### src/sv/hbef_pkg.sv
// Headset button event filter: shared types and constants.
// No dependencies; imported by hbef_core and the top level.
package hbef_pkg;

   localparam int unsigned REQ_DATA_W = 88;
   localparam int unsigned RSP_DATA_W = 8;
   localparam int unsigned LOCKOUT_W  = 32;
   localparam int unsigned TIME_W     = 64;

   localparam logic [LOCKOUT_W-1:0] LOCKOUT_RESET = 32'd300000;

   // Bit positions inside the status and key bytes
   localparam int unsigned ACC_INSERTED = 3;
   localparam int unsigned KEY_PLAY_PRESS = 0;
   localparam int unsigned KEY_VUP_PRESS  = 4;
   localparam int unsigned KEY_VDN_PRESS  = 6;

   typedef enum logic [1:0] {
      KEY_NONE     = 2'd0,
      KEY_PLAY     = 2'd1,
      KEY_VOL_UP   = 2'd2,
      KEY_VOL_DOWN = 2'd3
   } key_type;

   typedef struct packed {
      logic [TIME_W-1:0] now_us;
      logic [7:0]        key_flags;
      logic [7:0]        accessory_status;
      logic [7:0]        interrupt_flags;
   } req_type;

   typedef struct packed {
      logic       keypad_enable_request;
      logic       mic_status;
      logic       jack_plugged;
      logic       button_level;
      logic [1:0] button_id;
      logic       button_valid;
   } rsp_type;

endpackage

### src/sv/hbef_core.sv
// Headset button event filter: jack/mic status tracking, key decode and lockout.
// Holds the filter state; depends on hbef_pkg.
module hbef_core import hbef_pkg::*; (
   input  logic                 clock,
   input  logic                 reset,
   input  req_type              word_in,
   input  logic                 fire,
   input  logic [LOCKOUT_W-1:0] lockout,
   output rsp_type              result
);

   logic              plugged_ff, plugged_in;
   logic              mic_ff, mic_in;
   key_type           last_key_ff, last_key_in;
   logic [TIME_W-1:0] last_rel_ff, last_rel_in;

   logic              irq_hit;
   logic              mic_new;
   logic [TIME_W-1:0] rel_base;
   logic [TIME_W-1:0] gap_us;
   key_type           key;
   logic              press;
   logic              blocked;
   logic              take;

   always_comb begin
      irq_hit = |word_in.interrupt_flags[1:0];
      mic_new = word_in.accessory_status[ACC_INSERTED] & (|word_in.accessory_status[2:1]);
      plugged_in = irq_hit ? word_in.accessory_status[ACC_INSERTED] : plugged_ff;
      mic_in     = irq_hit ? mic_new : mic_ff;

      // Time zero restarts the release clock
      rel_base = (word_in.now_us == '0) ? '0 : last_rel_ff;

      key   = KEY_NONE;
      press = 1'b0;
      if (|word_in.key_flags[1:0]) begin
         key   = KEY_PLAY;
         press = word_in.key_flags[KEY_PLAY_PRESS];
      end else if (|word_in.key_flags[5:4]) begin
         key   = KEY_VOL_UP;
         press = word_in.key_flags[KEY_VUP_PRESS];
      end else if (|word_in.key_flags[7:6]) begin
         key   = KEY_VOL_DOWN;
         press = word_in.key_flags[KEY_VDN_PRESS];
      end

      gap_us  = word_in.now_us - rel_base;
      blocked = (last_key_ff != key) &&
                (gap_us[TIME_W-1:LOCKOUT_W] == '0) && (gap_us[LOCKOUT_W-1:0] < lockout);
      take    = mic_in && (key != KEY_NONE) && !blocked;

      last_key_in = take ? key : last_key_ff;
      if (take && !press) begin
         last_rel_in = word_in.now_us;
      end else if (mic_in) begin
         last_rel_in = rel_base;
      end else begin
         last_rel_in = last_rel_ff;
      end

      result.button_valid          = take;
      result.button_id             = take ? 2'(key - 2'd1) : 2'd0;
      result.button_level          = take & press;
      result.jack_plugged          = plugged_in;
      result.mic_status            = mic_in;
      result.keypad_enable_request = irq_hit & mic_new & ~mic_ff;
   end

   always_ff @(posedge clock) begin
      if (reset) begin
         plugged_ff  <= 1'b0;
         mic_ff      <= 1'b0;
         last_key_ff <= KEY_NONE;
         last_rel_ff <= '0;
      end else if (fire) begin
         plugged_ff  <= plugged_in;
         mic_ff      <= mic_in;
         last_key_ff <= last_key_in;
         last_rel_ff <= last_rel_in;
      end
   end

   // Mic can only be flagged while the jack is plugged
   a_mic_needs_plug: assert property (@(posedge clock) disable iff (reset)
      mic_ff |-> plugged_ff)
      else $error("mic flag set while unplugged");

   // A dropped or absent event leaves the last key alone
   a_key_holds: assert property (@(posedge clock) disable iff (reset)
      (fire && !take) |=> $stable(last_key_ff))
      else $error("last key changed without a report");

   // An accepted release records its time
   a_release_key: assert property (@(posedge clock) disable iff (reset)
      (fire && take && !press) |=> (last_rel_ff == $past(word_in.now_us)))
      else $error("release time not recorded");

endmodule

### src/sv/headset_button_event_filter_top.sv
// Headset button event filter, top level: input register, filter core, result register.
// Depends on hbef_pkg and hbef_core.
//
//  channel | dir | handshake              | payload
//  req     | in  | req_tvalid/req_tready  | req_tdata[87:0]
//  rsp     | out | rsp_tvalid/rsp_tready  | rsp_tdata[7:0]
//  csr     | in  | csr_wr_en              | csr_wr_data[31:0] (lockout_time)
//
// One word in per cycle unless a result stalls; one result word out per input word.
// The filter state updates as a word moves from the input register to the result
// register; the word behind it then reaches the core and sees the update.
// Reset is synchronous; it empties both registers, clears the state and loads
// lockout_time with 300000. A stalled result holds the input register, and
// req_tready falls while both registers are full and rsp_tready is low.
module headset_button_event_filter_top import hbef_pkg::*; (
   input  logic                  clock,
   input  logic                  reset,
   // interrupt_flags[7:0], accessory_status[15:8], key_flags[23:16], now_us[87:24]
   input  logic [REQ_DATA_W-1:0] req_tdata,
   input  logic                  req_tvalid,
   output logic                  req_tready,
   // button_valid[0], button_id[2:1], button_level[3], jack_plugged[4],
   // mic_status[5], keypad_enable_request[6], zero[7]
   output logic [RSP_DATA_W-1:0] rsp_tdata,
   output logic                  rsp_tvalid,
   input  logic                  rsp_tready,
   input  logic                  csr_wr_en,
   input  logic [LOCKOUT_W-1:0]  csr_wr_data
);

   logic                 s1_valid_ff;
   req_type              s1_word_ff;
   logic                 out_valid_ff;
   rsp_type              out_word_ff;
   logic [LOCKOUT_W-1:0] lockout_ff;
   logic                 advance;
   rsp_type              result;

   assign advance    = s1_valid_ff && (!out_valid_ff || rsp_tready);
   assign req_tready = !s1_valid_ff || advance;

   hbef_core u_core (
      .clock   (clock),
      .reset   (reset),
      .word_in (s1_word_ff),
      .fire    (advance),
      .lockout (lockout_ff),
      .result  (result)
   );

   always_ff @(posedge clock) begin
      if (reset) begin
         s1_valid_ff  <= 1'b0;
         out_valid_ff <= 1'b0;
         lockout_ff   <= LOCKOUT_RESET;
      end else begin
         if (req_tready) begin
            s1_valid_ff <= req_tvalid;
         end
         if (advance) begin
            out_valid_ff <= 1'b1;
         end else if (rsp_tready) begin
            out_valid_ff <= 1'b0;
         end
         if (csr_wr_en) begin
            lockout_ff <= csr_wr_data;
         end
      end
   end

   // Payload: load on handshake only
   always_ff @(posedge clock) begin
      if (req_tvalid && req_tready) begin
         s1_word_ff <= req_type'(req_tdata);
      end
      if (advance) begin
         out_word_ff <= result;
      end
   end

   assign rsp_tvalid = out_valid_ff;
   assign rsp_tdata  = {1'b0, out_word_ff};

   // A full input register must not be overwritten while it cannot drain
   a_no_overwrite: assert property (@(posedge clock) disable iff (reset)
      (s1_valid_ff && !advance) |-> !req_tready)
      else $error("input register overwritten");

   // No report means id and level are zero
   a_quiet_fields: assert property (@(posedge clock) disable iff (reset)
      (rsp_tvalid && !rsp_tdata[0]) |-> (rsp_tdata[3:1] == 3'd0))
      else $error("id or level set without a report");

   // Keypad request only with a present microphone
   a_kp_with_mic: assert property (@(posedge clock) disable iff (reset)
      (rsp_tvalid && rsp_tdata[6]) |-> rsp_tdata[5])
      else $error("keypad request without microphone");

   // A word that moves on yields a result in the next cycle
   a_advance_out: assert property (@(posedge clock) disable iff (reset)
      advance |=> rsp_tvalid)
      else $error("result lost");

endmodule
### config.mk
export PLATFORM = sky130hd
export DESIGN_NAME = headset_button_event_filter_top
export DESIGN_NICKNAME = d
export VERILOG_FILES = /design/src/sv/hbef_pkg.sv /design/src/sv/hbef_core.sv /design/src/sv/headset_button_event_filter_top.sv
export SDC_FILE = /design/constraint.sdc
export NUM_CORES = 1
export LEC_CHECK = 0
export BUFFER_PORTS_ARGS = -buffer_cell sky130_fd_sc_hd__buf_2
export CAP_MARGIN = 20
export CORE_MARGIN = 3
export CORE_UTILIZATION = 60
export CTS_BUF_LIST = sky130_fd_sc_hd__clkbuf_4 sky130_fd_sc_hd__clkbuf_8
export CTS_CLUSTER_SIZE = 40
export DETAILED_ROUTE_END_ITERATION = 7
export PLACE_DENSITY_LB_ADDON = 0.05
export SKIP_LAST_GASP = 1
export SYNTH_ARGS = -nofsm -noshare
export SYNTH_HDL_FRONTEND = slang
export SYNTH_HIERARCHICAL = 1
export SYNTH_SLANG_ARGS = --single-unit
### constraint.sdc
create_clock -name clock -period 12.8 [get_ports clock]
set_input_delay 2.56 -clock clock [delete_from_list [all_inputs] [get_ports clock]]
set_output_delay 2.56 -clock clock [all_outputs]
set_load 0.02 [all_outputs]
# Word level (Yosys, flattened, before mapping)
# Cells that the tools add are included.
dict set report word_totals {
  regBits 187
  wordCells 64
}
dict set report op_classes {
  addsub 2
  order_cmp 1
  n_reduce_logical 25
  mux 13
  bitwise_logic 5
  n_eq_ne 1
}
# op n
set op_table {}
lappend op_table {{$mux 64} 3}
lappend op_table {{$logic_not 64->1} 1}
lappend op_table {{$sub 64x64->64} 1}
lappend op_table {{$logic_not 32->1} 1}
lappend op_table {{$lt 32x32->1} 1}
lappend op_table {{$reduce_or 2->1} 5}
lappend op_table {{$logic_and 1x1->1} 7}
lappend op_table {{$mux 1} 7}
lappend op_table {{$mux 2} 3}
lappend op_table {{$reduce_bool 2->1} 3}
lappend op_table {{$and 1x1->1} 4}
lappend op_table {{$logic_not 1->1} 4}
lappend op_table {{$reduce_and 2->1} 2}
lappend op_table {{$logic_or 1x1->1} 2}
lappend op_table {{$ne 2x2->1} 1}
lappend op_table {{$sub 2x1->2 const B} 1}
lappend op_table {{$not 1->1} 1}

# Logic depth before layout (Yosys ltp)
dict set report logic_depth {
  word_depth 12
  depth_mapped 31
  depth_no_buf 26
}

# By module
# The synthesis kept the hierarchy.
# module n_inst cells_per_inst area_per_inst_um2
set modules_own_cells {}
lappend modules_own_cells {hbef_core 1 1488 10098.4}
lappend modules_own_cells {headset_button_event_filter_top 1 211 4126.5}

# Worst setup path before layout
# No wires, ideal clock.
dict set report synth_path {
  path_kind {register to register}
  startpoint {reg s1_word_ff[30] (netlist bit)}
  endpoint {reg u_core.last_rel_ff[0]}
  arrival_ps 6530
  setup_time_ps 130
  stages_incl_launch_ff 29
  slack_ps 6140
  period_less_slack_ps 6660
  path_cell_list {edfxtp_1 -> nor4_1 -> nand4_1 -> or4_1 -> clkbuf_1 -> clkbuf_1 -> and2_1 -> ha_1 -> fa_1 -> nand2b_1 -> a21oi_1 -> o21ai_0 -> a211oi_1 -> nor2_1 -> o21ai_0 -> xor2_1 -> ha_1 -> nand4_1 -> nor4_1 -> nor3b_1 -> o211ai_1 -> and3_1 -> o2111ai_1 -> nor4_1 -> nand4_1 -> nor4_1 -> nor4_1 -> clkbuf_1 -> o31ai_1}
}
dict set report synth_via {
  elab_chain_len 11
  elab_cells_between_ends 14
}
# item line_no
set synth_rtl {}
lappend synth_rtl {{from (decl)} headset_button_event_filter_top.sv:32} ;# req_type s1_word_ff;
lappend synth_rtl {{from (signal assigned)} headset_button_event_filter_top.sv:74} ;# s1_word_ff <= req_type'(req_tdata);
lappend synth_rtl {{parallel branches: the longest is 11 deep, another holds $sub 64x64->64} n/a}
lappend synth_rtl {{to (signal assigned)} hbef_core.sv:80} ;# last_rel_ff <= last_rel_in;
lappend synth_rtl {{to (decl)} hbef_core.sv:15} ;# logic [TIME_W-1:0] last_rel_ff, last_rel_in;
# Parallel ways; which one is timed is not known. The select of a mux whose other input is x is not followed.
# A chain may end at the register's enable or synchronous reset.

# Worst setup path after layout
dict set report layout_path {
  startpoint {reg s1_word_ff[58] (netlist bit)}
  endpoint {reg u_core.last_rel_ff[29]}
}
# Same word-level chain as after synthesis.

==> impl_metrics.csv <==
group,metric,value,unit
run_status,status,"finished, final reports clean",
setup_path,cp-end-kind,"flop",
clocking,clk_latency,490,ps
detailed_routing,via_per_inst,6.76,
placement,placement.io_buffers,120,
floorplan,die_w,158,um
detailed_routing,initialDrtViolationCount,1941,
final_layout,area_delta_synth_final,7.12,%
clocking,cts_tree,"done",
grt,grt_max_degree,114,
setup_path,cp-startpoint,"s1_word_ff[58]",
detailed_routing,routed_wl,45100,um
setup_path,reg2reg_depth,27,
timing,slew-limit-headroom,30.7,%
setup_path,timing.critical_path.from_type,"flop",
timing,grt_setup_unrepaired,"false",
synth,avgSynthCellArea,8.21,um2
placement,hpwlAfterDp,33400,um
clocking,cts_sinks,184,
grt,antenna_found_initial,0,
final_layout,fin_area,14800,um2
timing,clock.fmax,110,MHz
synth,ys_warn_count,6,
final_layout,finalNonFillerCells,2016,
clocking,clockBufferDepth,2,
power,leakagePower,0.00548,uW
clocking,post_cts.repair.setup_buffers,0,
timing,fin_skew,32.8,ps
clocking,hold_buffers,0,
placement,dpl_cell_area,14300,um2
grt,grt_pass1_vias,12600,
grt,grt_pass1_wl,69300,um
synth,syn-cell-area,13800,um2
grt,grt_overflow,0,
flow_run,drv_cap,0,
clocking,path_clk_slew,130,ps
detailed_routing,route.vias.total,13600,
synth,syn-instance-count,1686,
timing,drv_slew,0,
timing,hold_violations,0,
floorplan,core_area,22200,um2
final_layout,drive_gt1_share,13.1,%
detailed_routing,post-route-drc-count,0,
timing,fin_crit,9130,ps
placement,placedCellCount,1984,
clocking,cts_resized,0,
timing,setup_violations,0,
detailed_routing,detail-route-antenna-nets,0,
floorplan,pin_count,135,
detailed_routing,drtPass1Iterations,6,
synth,synth_fp_nets,1907,
clocking,cts_inserted_buffers,17,
setup_path,reg2reg_from,"s1_word_ff[58]",
setup_path,cp.required,13140,ps
setup_path,arrival,9470,ps
floorplan,start_util,62.2,%
timing,tns,0,ps
final_layout,diodes,0,
final_layout,nNetsFinal,1944,
power,power.density,106,nW/um2
setup_path,worstPathMaxFanout,72,
timing,fin_crit_sh,71.3,%
power,ir_worst_vdd,0.0000863,V
setup_path,r2r-end,"u_core/last_rel_ff[29]",
worst_hold_path,min_path_type,"flop to flop",
detailed_routing,wl_per_cell,22.4,um
floorplan,die_y,158,um
power,power.total,1570,uW
setup_path,crit_end,"u_core/last_rel_ff[29]",
clocking,htreeDepth,4,
grt,grt_usage,35.4,%
setup_path,critical_path_class,"flop to flop",
clocking,clockRootBuffer,"clkbuf_8",
floorplan,die-area,24900,um2
placement,gp_congestion,1.02,
floorplan,num_rows,54,
setup_path,reg2reg_slack,3670,ps
timing,tightest_slew,1040,ps
==> through the flow <==
stage	worst slack [ps]	hold slack, ps	util, %
floorplan	6140	434	-
global placement	4300	441	64.5
detailed placement	4190	453	64.5
CTS	4110	486	66.7
global route	3410	503	66.7
finish	3670	488	66.7
==> per-layer routing <==
layer  global-route usage [%]  vias up  routed length (um)
met5                        0        -                   0
met4                     8.97        0                 985
met3                     7.76       76                5160
met2                     53.4      897               19500
met1                     51.8     6373               19400
li1                         -     6283                   -
==> sequential cells by signal, summed over array words and instances, names as in the netlist <==
register	cells
s1_valid_ff	1
s1_word_ff	75
u_core/plugged_ff	1
u_core/mic_ff	1
u_core/last_rel_ff	64
rsp_tvalid	1
u_core/last_key_ff	2
lockout_ff	32
rsp_tdata	7
==> layout by cell type (no fill, tap or decap), types with 34 or more instances in the layout <==
| cell | count |
|---|---|
| nand2_1 | 166 |
| nand2b_1 | 70 |
| nor3b_1 | 74 |
| nand4_1 | 53 |
| ha_1 | 94 |
| buf_2 | 120 |
| a21oi_2 | 35 |
| o21ai_0 | 86 |
| mux2i_1 | 34 |
| edfxtp_1 | 82 |
| inv_1 | 49 |
| nor2_1 | 177 |
| dfxtp_1 | 102 |
| a21oi_1 | 155 |
| o31ai_1 | 59 |
==> power by group <==
part | internal, uW | switching, uW
logic | 158 | 283
clock network | 166 | 287
registers | 648 | 25.4
==> how the worst min path moves through the flow <==
stage                     start         end  slack [ps]  cells past startpoint
finish              s1_valid_ff  rsp_tvalid         490                      2
global route        s1_valid_ff  rsp_tvalid         500                      2
CTS                 s1_valid_ff  rsp_tvalid         490                      2
detailed placement  s1_valid_ff  rsp_tvalid         450                      2
global placement    s1_valid_ff  rsp_tvalid         440                      2
floorplan           s1_valid_ff  rsp_tvalid         430                      2
==> cell type report <==
type	count	area, um2
clock buffers	17	234
clock inverters	15	241
fillers	1818	7410
inverters	49	184
multi-input cells	1342	8640
flip-flops and latches	184	4500
well taps	280	350
repair buffers	129	668
==> worst max-delay path, stage by stage (launching register included) <==
cell and delay, ps:
edfxtp_1 460, nor4_1 700, nand4_1 290, or4_2 750, buf_4 380, nand2_1 190
inv_1 80, fa_1 450, nand2b_1 190, a21oi_1 340, o21ai_0 210, a211oi_1 610
nor2_1 210, o21ai_0 250, xor2_1 240, ha_1 280, o21ai_0 340, o22a_1 190
o221ai_1 150, a221oi_1 260, and3_1 210, o2111ai_1 110, nor4_1 310, nand4_1 150
or4_2 700, buf_4 410, a21oi_1 310, o31ai_1 110
No activity file was read; power rests on OpenSTA's default activity.
